===== config.mk =====
export PLATFORM = sky130hd
export DESIGN_NAME = pfpl_ctrl_flat
export DESIGN_NICKNAME = d
export VERILOG_FILES = /design/src/pfpl_pkg.sv /design/src/pfpl_if.sv /design/src/pfpl_ctrl.sv /design/src/flat_wrapper.sv
export SDC_FILE = /design/constraint.sdc
export NUM_CORES = 1
export LEC_CHECK = 0
export ABC_CLOCK_PERIOD_IN_PS = 4000
export BUFFER_PORTS_ARGS = -buffer_cell sky130_fd_sc_hd__buf_2
export CORE_AREA = 4 4 152 154
export DETAILED_ROUTE_END_ITERATION = 8
export DIE_AREA = 0 0 156 158
export GPL_ROUTABILITY_DRIVEN = 0
export PLACE_DENSITY = 0.78
export SLEW_MARGIN = 20
export SYNTH_ARGS = -nofsm -noshare
export SYNTH_HDL_FRONTEND = slang
export SYNTH_SLANG_ARGS = --single-unit

===== constraint.sdc =====
create_clock -name clk -period 4 [get_ports clk]
set_input_delay 0 -clock clk [delete_from_list [all_inputs] [get_ports clk]]
set_output_delay 0 -clock clk [all_outputs]
set_load 0.01 [all_outputs]

===== src/pfpl_pkg.sv =====
// ----------------------------------------------------------------------------
// pfpl_pkg
// shared types, constants and command codes of the face point locator
// ----------------------------------------------------------------------------
`default_nettype none
package pfpl_pkg;
  localparam int MAX_FACES    = 256;
  localparam int MAX_LOOPS    = 512;
  localparam int MAX_EDGES    = 4096;
  localparam int MAX_VERTICES = 4096;
  localparam int COORD_BITS   = 16;

  localparam logic [2:0] CMD_FACE  = 3'd0;
  localparam logic [2:0] CMD_LOOP  = 3'd1;
  localparam logic [2:0] CMD_EDGE  = 3'd2;
  localparam logic [2:0] CMD_VERT  = 3'd3;
  localparam logic [2:0] CMD_BUILD = 3'd4;
  localparam logic [2:0] CMD_QUERY = 3'd5;

  localparam logic [1:0] REG_FACE_COUNT = 2'd0;
  localparam logic [1:0] REG_LOOP_COUNT = 2'd1;
  localparam logic [1:0] REG_EDGE_COUNT = 2'd2;

  localparam logic signed [15:0] CMAX = 16'sh7fff;
  localparam logic signed [15:0] CMIN = -16'sh8000;

  typedef struct packed {
    logic signed [15:0] lx;
    logic signed [15:0] ly;
    logic signed [15:0] hx;
    logic signed [15:0] hy;
  } box_t;

  // datapath operations issued by the controller
  typedef enum logic [3:0] {
    OP_NONE, OP_LOAD,
    OP_RD_FACE, OP_RD_LOOP, OP_RD_EDGE, OP_RD_VERT,
    OP_FBOX_RD, OP_LBOX_RD
  } op_t;

  typedef struct packed {
    op_t         op;
    logic [12:0] addr;
  } pfpl_cmd_t;

  function automatic logic box_has(box_t b, logic signed [15:0] px,
                                   logic signed [15:0] py);
    return b.lx < px && b.hx > px && b.ly < py && b.hy > py;
  endfunction
endpackage
`default_nettype wire


===== src/pfpl_if.sv =====
// ----------------------------------------------------------------------------
// pfpl_if
// valid/ready channel interfaces for items, results and configuration
// ----------------------------------------------------------------------------
`default_nettype none
interface pfpl_in_if;
  logic               valid;
  logic               ready;
  logic [2:0]         cmd;
  logic [11:0]        index;
  logic [12:0]        start_value;
  logic signed [15:0] point_x;
  logic signed [15:0] point_y;
  modport source (output valid, cmd, index, start_value, point_x, point_y,
                  input ready);
  modport sink   (input valid, cmd, index, start_value, point_x, point_y,
                  output ready);
endinterface

interface pfpl_out_if;
  logic       valid;
  logic       ready;
  logic       found;
  logic [7:0] face_index;
  modport source (output valid, found, face_index, input ready);
  modport sink   (input valid, found, face_index, output ready);
endinterface

interface pfpl_cfg_if;
  logic        valid;
  logic        ready;
  logic [1:0]  index;
  logic [12:0] data;
  modport source (output valid, index, data, input ready);
  modport sink   (input valid, index, data, output ready);
endinterface
`default_nettype wire


===== src/pfpl_ctrl.sv =====
// ----------------------------------------------------------------------------
// pfpl_ctrl
// sequencer for loads, box build and point queries
// ----------------------------------------------------------------------------
`default_nettype none
module pfpl_ctrl
  import pfpl_pkg::*;
(
  input  wire logic        clk,
  input  wire logic        rst_n,
  pfpl_in_if.sink          in_ch,
  pfpl_out_if.source       out_ch,
  pfpl_cfg_if.sink         cfg_ch,
  output      pfpl_cmd_t   cmd_o,
  output      logic        lbox_we,
  output      logic        fbox_we,
  output      logic        cross_go,
  output      logic        acc_clr,
  output      logic        acc_fclr,
  input  wire logic [9:0]  fls_rd,
  input  wire logic [12:0] les_rd,
  input  wire logic [11:0] ev_rd,
  input  wire logic        par_odd,
  input  wire logic        fbox_hit,
  input  wire logic        lbox_hit,
  output      logic [2:0]  ccmd_r,
  output      logic signed [15:0] cpx_r,
  output      logic signed [15:0] cpy_r,
  output      logic [11:0] cidx_r,
  output      logic [12:0] cval_r,
  output      logic [8:0]  lcur_o,
  output      logic [7:0]  fcur_o,
  output      logic        vx_sel
);
  localparam logic [4:0] S_IDLE = 5'd0, S_FS = 5'd1, S_FS2 = 5'd2, S_FE = 5'd3,
    S_FE2 = 5'd4, S_LS = 5'd5, S_LS2 = 5'd6, S_LE = 5'd7, S_LE2 = 5'd8,
    S_ED = 5'd9, S_ED2 = 5'd10, S_VX = 5'd11, S_VX2 = 5'd12, S_LDONE = 5'd13,
    S_FDONE = 5'd14, S_FB = 5'd15, S_FB2 = 5'd16, S_LB = 5'd17, S_LB2 = 5'd18,
    S_CW1 = 5'd19, S_CW2 = 5'd20, S_OUT = 5'd21, S_NEXTF = 5'd22;

  logic [4:0]  st_r, st_nxt;
  logic [8:0]  fc_r;
  logic [9:0]  lc_r;
  logic [12:0] ec_r;
  logic        hv_r;
  logic [7:0]  hf_r;
  logic [8:0]  f_r, f_nxt;
  logic        tryhint_r, tryhint_nxt;
  logic [9:0]  ls_r, ls_nxt, le_r, le_nxt;
  logic [12:0] es_r, es_nxt, ee_r, ee_nxt, k_r, k_nxt;
  logic        first_r, first_nxt;
  logic        found_r, found_nxt;
  logic [7:0]  fidx_r, fidx_nxt;
  logic        ov_r;
  logic [8:0]  fce;
  logic [9:0]  lce;
  logic        acc, build;

  assign fce = (fc_r > 9'(MAX_FACES)) ? 9'(MAX_FACES) : fc_r;
  assign lce = (lc_r > 10'(MAX_LOOPS)) ? 10'(MAX_LOOPS) : lc_r;
  assign in_ch.ready = (st_r == S_IDLE) && !ov_r;
  assign acc = in_ch.valid && in_ch.ready;
  assign cfg_ch.ready = 1'b1;
  assign out_ch.valid = ov_r;
  assign out_ch.found = found_r;
  assign out_ch.face_index = fidx_r;
  assign build = (ccmd_r == CMD_BUILD);
  assign lcur_o = ls_r[8:0];
  assign fcur_o = f_r[7:0];

  always_comb begin
    st_nxt = st_r; f_nxt = f_r; tryhint_nxt = tryhint_r;
    ls_nxt = ls_r; le_nxt = le_r; es_nxt = es_r; ee_nxt = ee_r; k_nxt = k_r;
    first_nxt = first_r; found_nxt = found_r; fidx_nxt = fidx_r;
    cmd_o = '{op: OP_NONE, addr: '0};
    lbox_we = 1'b0; fbox_we = 1'b0; cross_go = 1'b0;
    acc_clr = 1'b0; acc_fclr = 1'b0; vx_sel = 1'b0;
    unique case (st_r)
      S_IDLE: begin
        if (acc) begin
          unique case (in_ch.cmd)
            CMD_FACE, CMD_LOOP, CMD_EDGE, CMD_VERT: cmd_o.op = OP_LOAD;
            CMD_BUILD: begin
              f_nxt = '0;
              st_nxt = (fce == '0) ? S_IDLE : S_FS;
            end
            CMD_QUERY: begin
              tryhint_nxt = hv_r && ({1'b0, hf_r} < fce);
              f_nxt = (hv_r && ({1'b0, hf_r} < fce)) ? {1'b0, hf_r} : '0;
              st_nxt = S_NEXTF;
            end
            default: ;
          endcase
        end
      end
      S_NEXTF: begin
        // parity starts clear for every face tried
        acc_fclr = 1'b1;
        if (f_r >= fce) begin
          found_nxt = 1'b0; fidx_nxt = '0; st_nxt = S_OUT;
        end else begin
          cmd_o = '{op: OP_FBOX_RD, addr: 13'(f_r)};
          st_nxt = S_FB;
        end
      end
      S_FB: st_nxt = S_FB2;
      S_FB2: begin
        if (fbox_hit) begin
          cmd_o = '{op: OP_RD_FACE, addr: 13'(f_r)};
          st_nxt = S_FS;
        end else st_nxt = S_FDONE;
      end
      S_FS: begin
        cmd_o = '{op: OP_RD_FACE, addr: 13'(f_r)};
        acc_fclr = 1'b1;
        st_nxt = S_FS2;
      end
      S_FS2: begin
        ls_nxt = fls_rd;
        if (f_r + 9'd1 >= fce) begin
          le_nxt = lc_r; st_nxt = S_FE2;
        end else begin
          cmd_o = '{op: OP_RD_FACE, addr: 13'(f_r + 9'd1)};
          st_nxt = S_FE;
        end
      end
      S_FE: st_nxt = S_FE2;
      S_FE2: begin
        if (st_r == S_FE2 && le_r == lc_r && f_r + 9'd1 >= fce) le_nxt = lc_r;
        else le_nxt = fls_rd;
        if (le_nxt > 10'(MAX_LOOPS)) le_nxt = 10'(MAX_LOOPS);
        st_nxt = S_LS;
      end
      S_LS: begin
        if (ls_r >= le_r) st_nxt = S_FDONE;
        else if (build) begin
          cmd_o = '{op: OP_RD_LOOP, addr: 13'(ls_r)};
          acc_clr = 1'b1;
          st_nxt = S_LS2;
        end else begin
          cmd_o = '{op: OP_LBOX_RD, addr: 13'(ls_r)};
          st_nxt = S_LB;
        end
      end
      S_LB: st_nxt = S_LB2;
      S_LB2: begin
        if (lbox_hit) begin
          cmd_o = '{op: OP_RD_LOOP, addr: 13'(ls_r)};
          st_nxt = S_LS2;
        end else begin
          ls_nxt = ls_r + 10'd1; st_nxt = S_LS;
        end
      end
      S_LS2: begin
        es_nxt = les_rd;
        if (ls_r + 10'd1 >= lce) begin
          ee_nxt = ec_r; st_nxt = S_LE2; first_nxt = 1'b1;
        end else begin
          cmd_o = '{op: OP_RD_LOOP, addr: 13'(ls_r + 10'd1)};
          first_nxt = 1'b0;
          st_nxt = S_LE;
        end
      end
      S_LE: st_nxt = S_LE2;
      S_LE2: begin
        ee_nxt = first_r ? ee_r : les_rd;
        if (ee_nxt > 13'(MAX_EDGES)) ee_nxt = 13'(MAX_EDGES);
        if (es_r >= 13'(MAX_EDGES)) es_nxt = 13'(MAX_EDGES);
        k_nxt = es_r;
        first_nxt = 1'b1;
        st_nxt = (es_r >= ee_nxt) ? S_LDONE : S_ED;
      end
      // walk edges: read edge vertex, then vertex
      S_ED: begin
        cmd_o = '{op: OP_RD_EDGE, addr: k_r};
        st_nxt = S_ED2;
      end
      S_ED2: begin
        cmd_o = '{op: OP_RD_VERT, addr: {1'b0, ev_rd}};
        st_nxt = S_VX;
      end
      S_VX: st_nxt = S_VX2;
      S_VX2: begin
        vx_sel = 1'b1;
        cross_go = !build && !first_r;
        first_nxt = 1'b0;
        if (first_r && !build) begin
          // first vertex only primes the closing loop
          k_nxt = (k_r + 13'd1 == ee_r) ? es_r : k_r + 13'd1;
          st_nxt = S_ED;
        end else if (k_r == es_r && !build) st_nxt = S_CW1;
        else if (build && k_r + 13'd1 >= ee_r) st_nxt = S_LDONE;
        else begin
          k_nxt = (k_r + 13'd1 == ee_r) ? es_r : k_r + 13'd1;
          st_nxt = S_ED;
        end
      end
      S_CW1: st_nxt = S_CW2;
      S_CW2: st_nxt = S_LDONE;
      S_LDONE: begin
        lbox_we = build;
        ls_nxt = ls_r + 10'd1;
        st_nxt = S_LS;
      end
      S_FDONE: begin
        if (build) begin
          fbox_we = 1'b1;
          f_nxt = f_r + 9'd1;
          st_nxt = (f_r + 9'd1 >= fce) ? S_IDLE : S_FS;
        end else if (par_odd && st_r == S_FDONE && ls_r >= le_r) begin
          found_nxt = 1'b1; fidx_nxt = f_r[7:0]; st_nxt = S_OUT;
        end else begin
          f_nxt = tryhint_r ? '0 : f_r + 9'd1;
          if (tryhint_r) tryhint_nxt = 1'b0;
          st_nxt = S_NEXTF;
        end
      end
      S_OUT: st_nxt = S_IDLE;
      default: st_nxt = S_IDLE;
    endcase
  end

  always_ff @(posedge clk) begin
    if (!rst_n) begin
      st_r <= S_IDLE; fc_r <= '0; lc_r <= '0; ec_r <= '0;
      hv_r <= 1'b0; hf_r <= '0; ov_r <= 1'b0;
    end else begin
      st_r <= st_nxt;
      if (cfg_ch.valid) begin
        unique case (cfg_ch.index)
          REG_FACE_COUNT: fc_r <= cfg_ch.data[8:0];
          REG_LOOP_COUNT: lc_r <= cfg_ch.data[9:0];
          REG_EDGE_COUNT: ec_r <= cfg_ch.data;
          default: ;
        endcase
      end
      if (st_r == S_OUT) begin
        ov_r <= 1'b1;
        hv_r <= found_r;
        hf_r <= found_r ? fidx_r : 8'd0;
      end else if (ov_r && out_ch.ready) ov_r <= 1'b0;
    end
  end

  always_ff @(posedge clk) begin
    f_r <= f_nxt; tryhint_r <= tryhint_nxt; ls_r <= ls_nxt; le_r <= le_nxt;
    es_r <= es_nxt; ee_r <= ee_nxt; k_r <= k_nxt; first_r <= first_nxt;
    found_r <= found_nxt; fidx_r <= fidx_nxt;
    if (acc) begin
      ccmd_r <= in_ch.cmd; cpx_r <= in_ch.point_x; cpy_r <= in_ch.point_y;
      cidx_r <= in_ch.index; cval_r <= in_ch.start_value;
    end
  end
endmodule
`default_nettype wire


===== src/flat_wrapper.sv =====
// flat-port wrapper written by rule: the top's interface ports become plain ports
module pfpl_ctrl_flat import pfpl_pkg::*;
  (clk, rst_n, cmd_o, lbox_we, fbox_we, cross_go, acc_clr, acc_fclr, fls_rd, les_rd, ev_rd, par_odd, fbox_hit, lbox_hit, ccmd_r, cpx_r, cpy_r, cidx_r, cval_r, lcur_o, fcur_o, vx_sel, in_ch_valid, in_ch_cmd, in_ch_index, in_ch_start_value, in_ch_point_x, in_ch_point_y, in_ch_ready, out_ch_valid, out_ch_found, out_ch_face_index, out_ch_ready, cfg_ch_valid, cfg_ch_index, cfg_ch_data, cfg_ch_ready);
  pfpl_in_if in_ch_i ();
  pfpl_out_if out_ch_i ();
  pfpl_cfg_if cfg_ch_i ();
  input  wire logic clk;
  input  wire logic rst_n;
  output      pfpl_cmd_t cmd_o;
  output      logic lbox_we;
  output      logic fbox_we;
  output      logic cross_go;
  output      logic acc_clr;
  output      logic acc_fclr;
  input  wire logic [9:0] fls_rd;
  input  wire logic [12:0] les_rd;
  input  wire logic [11:0] ev_rd;
  input  wire logic par_odd;
  input  wire logic fbox_hit;
  input  wire logic lbox_hit;
  output      logic [2:0] ccmd_r;
  output      logic signed [15:0] cpx_r;
  output      logic signed [15:0] cpy_r;
  output      logic [11:0] cidx_r;
  output      logic [12:0] cval_r;
  output      logic [8:0] lcur_o;
  output      logic [7:0] fcur_o;
  output      logic vx_sel;
  input wire logic [$bits(in_ch_i.valid)-1:0] in_ch_valid;
  input wire logic [$bits(in_ch_i.cmd)-1:0] in_ch_cmd;
  input wire logic [$bits(in_ch_i.index)-1:0] in_ch_index;
  input wire logic [$bits(in_ch_i.start_value)-1:0] in_ch_start_value;
  input wire logic [$bits(in_ch_i.point_x)-1:0] in_ch_point_x;
  input wire logic [$bits(in_ch_i.point_y)-1:0] in_ch_point_y;
  output wire logic [$bits(in_ch_i.ready)-1:0] in_ch_ready;
  output wire logic [$bits(out_ch_i.valid)-1:0] out_ch_valid;
  output wire logic [$bits(out_ch_i.found)-1:0] out_ch_found;
  output wire logic [$bits(out_ch_i.face_index)-1:0] out_ch_face_index;
  input wire logic [$bits(out_ch_i.ready)-1:0] out_ch_ready;
  input wire logic [$bits(cfg_ch_i.valid)-1:0] cfg_ch_valid;
  input wire logic [$bits(cfg_ch_i.index)-1:0] cfg_ch_index;
  input wire logic [$bits(cfg_ch_i.data)-1:0] cfg_ch_data;
  output wire logic [$bits(cfg_ch_i.ready)-1:0] cfg_ch_ready;
  assign in_ch_i.valid = in_ch_valid;
  assign in_ch_i.cmd = in_ch_cmd;
  assign in_ch_i.index = in_ch_index;
  assign in_ch_i.start_value = in_ch_start_value;
  assign in_ch_i.point_x = in_ch_point_x;
  assign in_ch_i.point_y = in_ch_point_y;
  assign in_ch_ready = in_ch_i.ready;
  assign out_ch_valid = out_ch_i.valid;
  assign out_ch_found = out_ch_i.found;
  assign out_ch_face_index = out_ch_i.face_index;
  assign out_ch_i.ready = out_ch_ready;
  assign cfg_ch_i.valid = cfg_ch_valid;
  assign cfg_ch_i.index = cfg_ch_index;
  assign cfg_ch_i.data = cfg_ch_data;
  assign cfg_ch_ready = cfg_ch_i.ready;
  pfpl_ctrl u_core (.clk(clk), .rst_n(rst_n), .in_ch(in_ch_i), .out_ch(out_ch_i), .cfg_ch(cfg_ch_i), .cmd_o(cmd_o), .lbox_we(lbox_we), .fbox_we(fbox_we), .cross_go(cross_go), .acc_clr(acc_clr), .acc_fclr(acc_fclr), .fls_rd(fls_rd), .les_rd(les_rd), .ev_rd(ev_rd), .par_odd(par_odd), .fbox_hit(fbox_hit), .lbox_hit(lbox_hit), .ccmd_r(ccmd_r), .cpx_r(cpx_r), .cpy_r(cpy_r), .cidx_r(cidx_r), .cval_r(cval_r), .lcur_o(lcur_o), .fcur_o(fcur_o), .vx_sel(vx_sel));
endmodule

==> results.toml <==
[worst_setup_path]
path_depth = 13
start_kind = "flop"
crit_fanout = 11
cp_num_buf_inv = 2
path_class = "flop to primary output"
slowest_delay_ns = 0.57
critPathLaunch = "u_core.f_r[3]"
worstRegToRegCells = 9
arrival_ns = 3.81
cp-endpoint = "cmd_o[5]"
slowest_stage = "edfxtp_1"
cp_cell_sequence = "and4_1, and3_1, nand2_1, xnor2_2, ha_1, nand4_1, or2_0, o22ai_2, nor4_2, buf_4, a22oi_1, nand3_1, buf_2"
rrSetupSlack_ns = 0.29
critPathTopFamily = "simple AND/OR/NAND/NOR gates"
r2r_start = "u_core.k_r[0]"
cp.required_ns = 4.00
endpoint_kind = "primary output"
worst_r2r_endpoint = "u_core.k_r[7]"

[sta]
rsz0062_at_grt = "false"
setup_tns_ns = 0
setup_violations = 0
slew_violations = 0
clock_skew_ns = 0.0176
setup_slack_ns = 0.194
post-route-period-util = 0.951
finalCriticalPeriod_ns = 3.81
hold_viol_final = 0
tightest_slew_ns = 1.20
maxSlewHeadroom = 0.196
max_freq_mhz = 263

[synthesis]
yosys.cell_types.count = 73
synth_seq_cells = 186
yosys_warnings = 0
ys.flop_type = "edfxtp_1"
ys_seq_area_frac = 0.476
avgSynthCellArea_um2 = 10.4
ys_async_sr_fraction = 0
synth_cells = 1030
synth.top_cell.area_share = 0.388
synth_area_leaders = "edfxtp_1 39%, dfxtp_1 8.8%, ha_1 8.6%"
synth-edff-count = 139
synth_top_area_cell = "edfxtp_1"
syn_nets = 1222
syn_area_mm2 = 0.0107

[global_routing]
grt_util_met1 = 0.362
grt_overflow_total = 0
grt_pass1_wl_um = 55000
grt_pass1_vias = 9500
grt_use_total = 0.293
grt_busiest_layer = "met2"
grtUsageMet2 = 0.468
grt_max_degree = 44
antenna_found_initial = 3
use_met3 = 0.0839

[die]
die-area_mm2 = 0.0246
core-area_mm2 = 0.0217
start_util = 0.495
die_x_um = 156
io_pins = 230
row_count = 54
die_h_um = 158

[worst_hold_path]
min_path_type = "input port to flop"

[cells_and_area]
drive_above_1_share = 0.245
fill_cells = 1709
nets = 1532
syn2layout_area_growth_pct = 27.4
final_cell_mix = "227 x buf_2, 139 x edfxtp_1, 132 x nand2_1"
final_common_cell = "buf_2"

[power]
power.switching_uw = 1140
pwr-share-clk = 0.385
combPwrFrac = 0.112
p_leak_uw = 0.00568
p_sw_frac = 0.263
total_power_uw = 4330
powerDensity_mw_per_mm2 = 317
vdd_drop_max_v = 0.000293
power.internal_uw = 3200
seqPwrFrac = 0.503

[clocking]
clock_latency_ns = 0.44
cts_max_level = 4
ctsRootBufferMaster = "clkbuf_16"
clock-sinks = 186
path_clk_slew_ns = 0.08
cts_tree = "built"
cts_buffer_depth = 2
cts_made_buffers = 17

[place]
portBuffers = 227
dp_slack_ns = 0.210
hpwl_um = 28000

[drt]
dr_total_vias = 9826
drt-total-wl_um = 37200
first_iter_violations = 1148
ant_nets = 0
avgRoutedWirePerCell_um = 22.8
vias_per_cell = 6.01
drc = 0
first_pass_iters = 9

[status]
status = "finished clean"

[job]
drv_cap = 0
-- through the flow --
| step | area (um^2) | util | hold slack, ns | std cells |
|---|---|---|---|---|
| global route | 13700 | 0.631 | 0.133 | 1634 |
| floorplan | 10700 | - | 0.0989 | 1030 |
| finish | 13700 | 0.631 | 0.115 | 1634 |
| global placement | 12100 | 0.556 | 0.177 | 1496 |
| CTS | 13600 | 0.627 | 0.100 | 1625 |
| detailed placement | 12100 | 0.556 | 0.178 | 1496 |
-- metal layers --
layer / part of all wire / wire length, um
met1: 0.37 / 13800
met3: 0.12 / 4480
met5: 0.0015 / 55
met4: 0.059 / 2180
met2: 0.45 / 16800
-- worst register-to-register path, delay by kind of cell (launching register included) --
kind	cells	cell delay [ns]
multiplexers	1	0.44
AND/OR/NAND/NOR	5	1.53
adder cells (fa/ha/maj)	2	0.62
XOR/XNOR	1	0.33
flip-flops	1	0.54
-- worst min-delay path by stage --
stage,cells past startpoint,end,from,slack [ns]
after floorplan,0,u_core.ccmd_r[0],in_ch_cmd[0],0.1
after global placement,1,u_core.cpx_r[15],in_ch_point_x[15],0.18
after detailed placement,1,u_core.cval_r[7],in_ch_start_value[7],0.18
after CTS,4,u_core.fc_r[3],cfg_ch_index[0],0.10
after global routing,4,u_core.tryhint_r,par_odd,0.13
final,4,u_core.fc_r[3],cfg_ch_index[0],0.12
-- registers in the layout, indices dropped and copies added, names as in the netlist, 12 cells and up --
name and flops:
u_core.ec_r 13, u_core.ee_r 13, u_core.cidx_r 12, u_core.cval_r 13, u_core.k_r 13, u_core.cpy_r 16
u_core.cpx_r 16, u_core.es_r 13
-- area by class of cell --
class / instances / area, um^2 / area share
antenna: 1 / 2.50 / 0.000183
multi-input combinational: 747 / 5210 / 0.380
sequential: 186 / 5110 / 0.374
timing repair buffer: 348 / 2290 / 0.167
clock buffer: 17 / 425 / 0.0311
inverter: 40 / 150 / 0.0110
clock inverter: 15 / 151 / 0.0111
tap: 280 / 350 / 0.0256
-- what timing repair did --
item,CTS,global route
buffers inserted,0,8
hold endpoints to repair,126,0
resized for setup,0,4
hold buffers,97,0
endpoints found under the setup margin,0,21
-- power by group through the flow --
stage / clock network [uW] / registers [uW] / logic, uW
final: 1670 / 2180 / 485
after global routing: 1770 / 2180 / 518
after CTS: 1680 / 2180 / 464
after detailed placement: 0 / 2220 / 386
after global placement: 0 / 2220 / 379
after floorplan: 0 / 2230 / 174
-- synthesized netlist by cell type (20+ instances only) --
cell type,number
a21boi_0,23
a21oi_1,30
and3_1,20
buf_4,21
clkbuf_1,24
dfxtp_1,47
edfxtp_1,139
ha_1,74
inv_1,38
mux2_2,33
mux2i_1,23
nand2_1,132
nand3_1,45
nor2_1,36
nor2b_1,29
o21ai_0,50
xnor2_1,32
-- logic make-up (layout without fill, tap and decap cells) --
logic type      Yosys count  count (layout)  share of synthesized area
other cells               2               3                   0.000699
xor+xnor                 49              49                     0.0399
simple gates            371             371                      0.175
compound gates          195             195                      0.124
mux                      56              56                     0.0560
flops                   186             186                      0.476
buf+inv                  97             420                     0.0423
fa+ha+maj                74              74                     0.0862
Note: power is estimated with default switching activity, not from simulation.
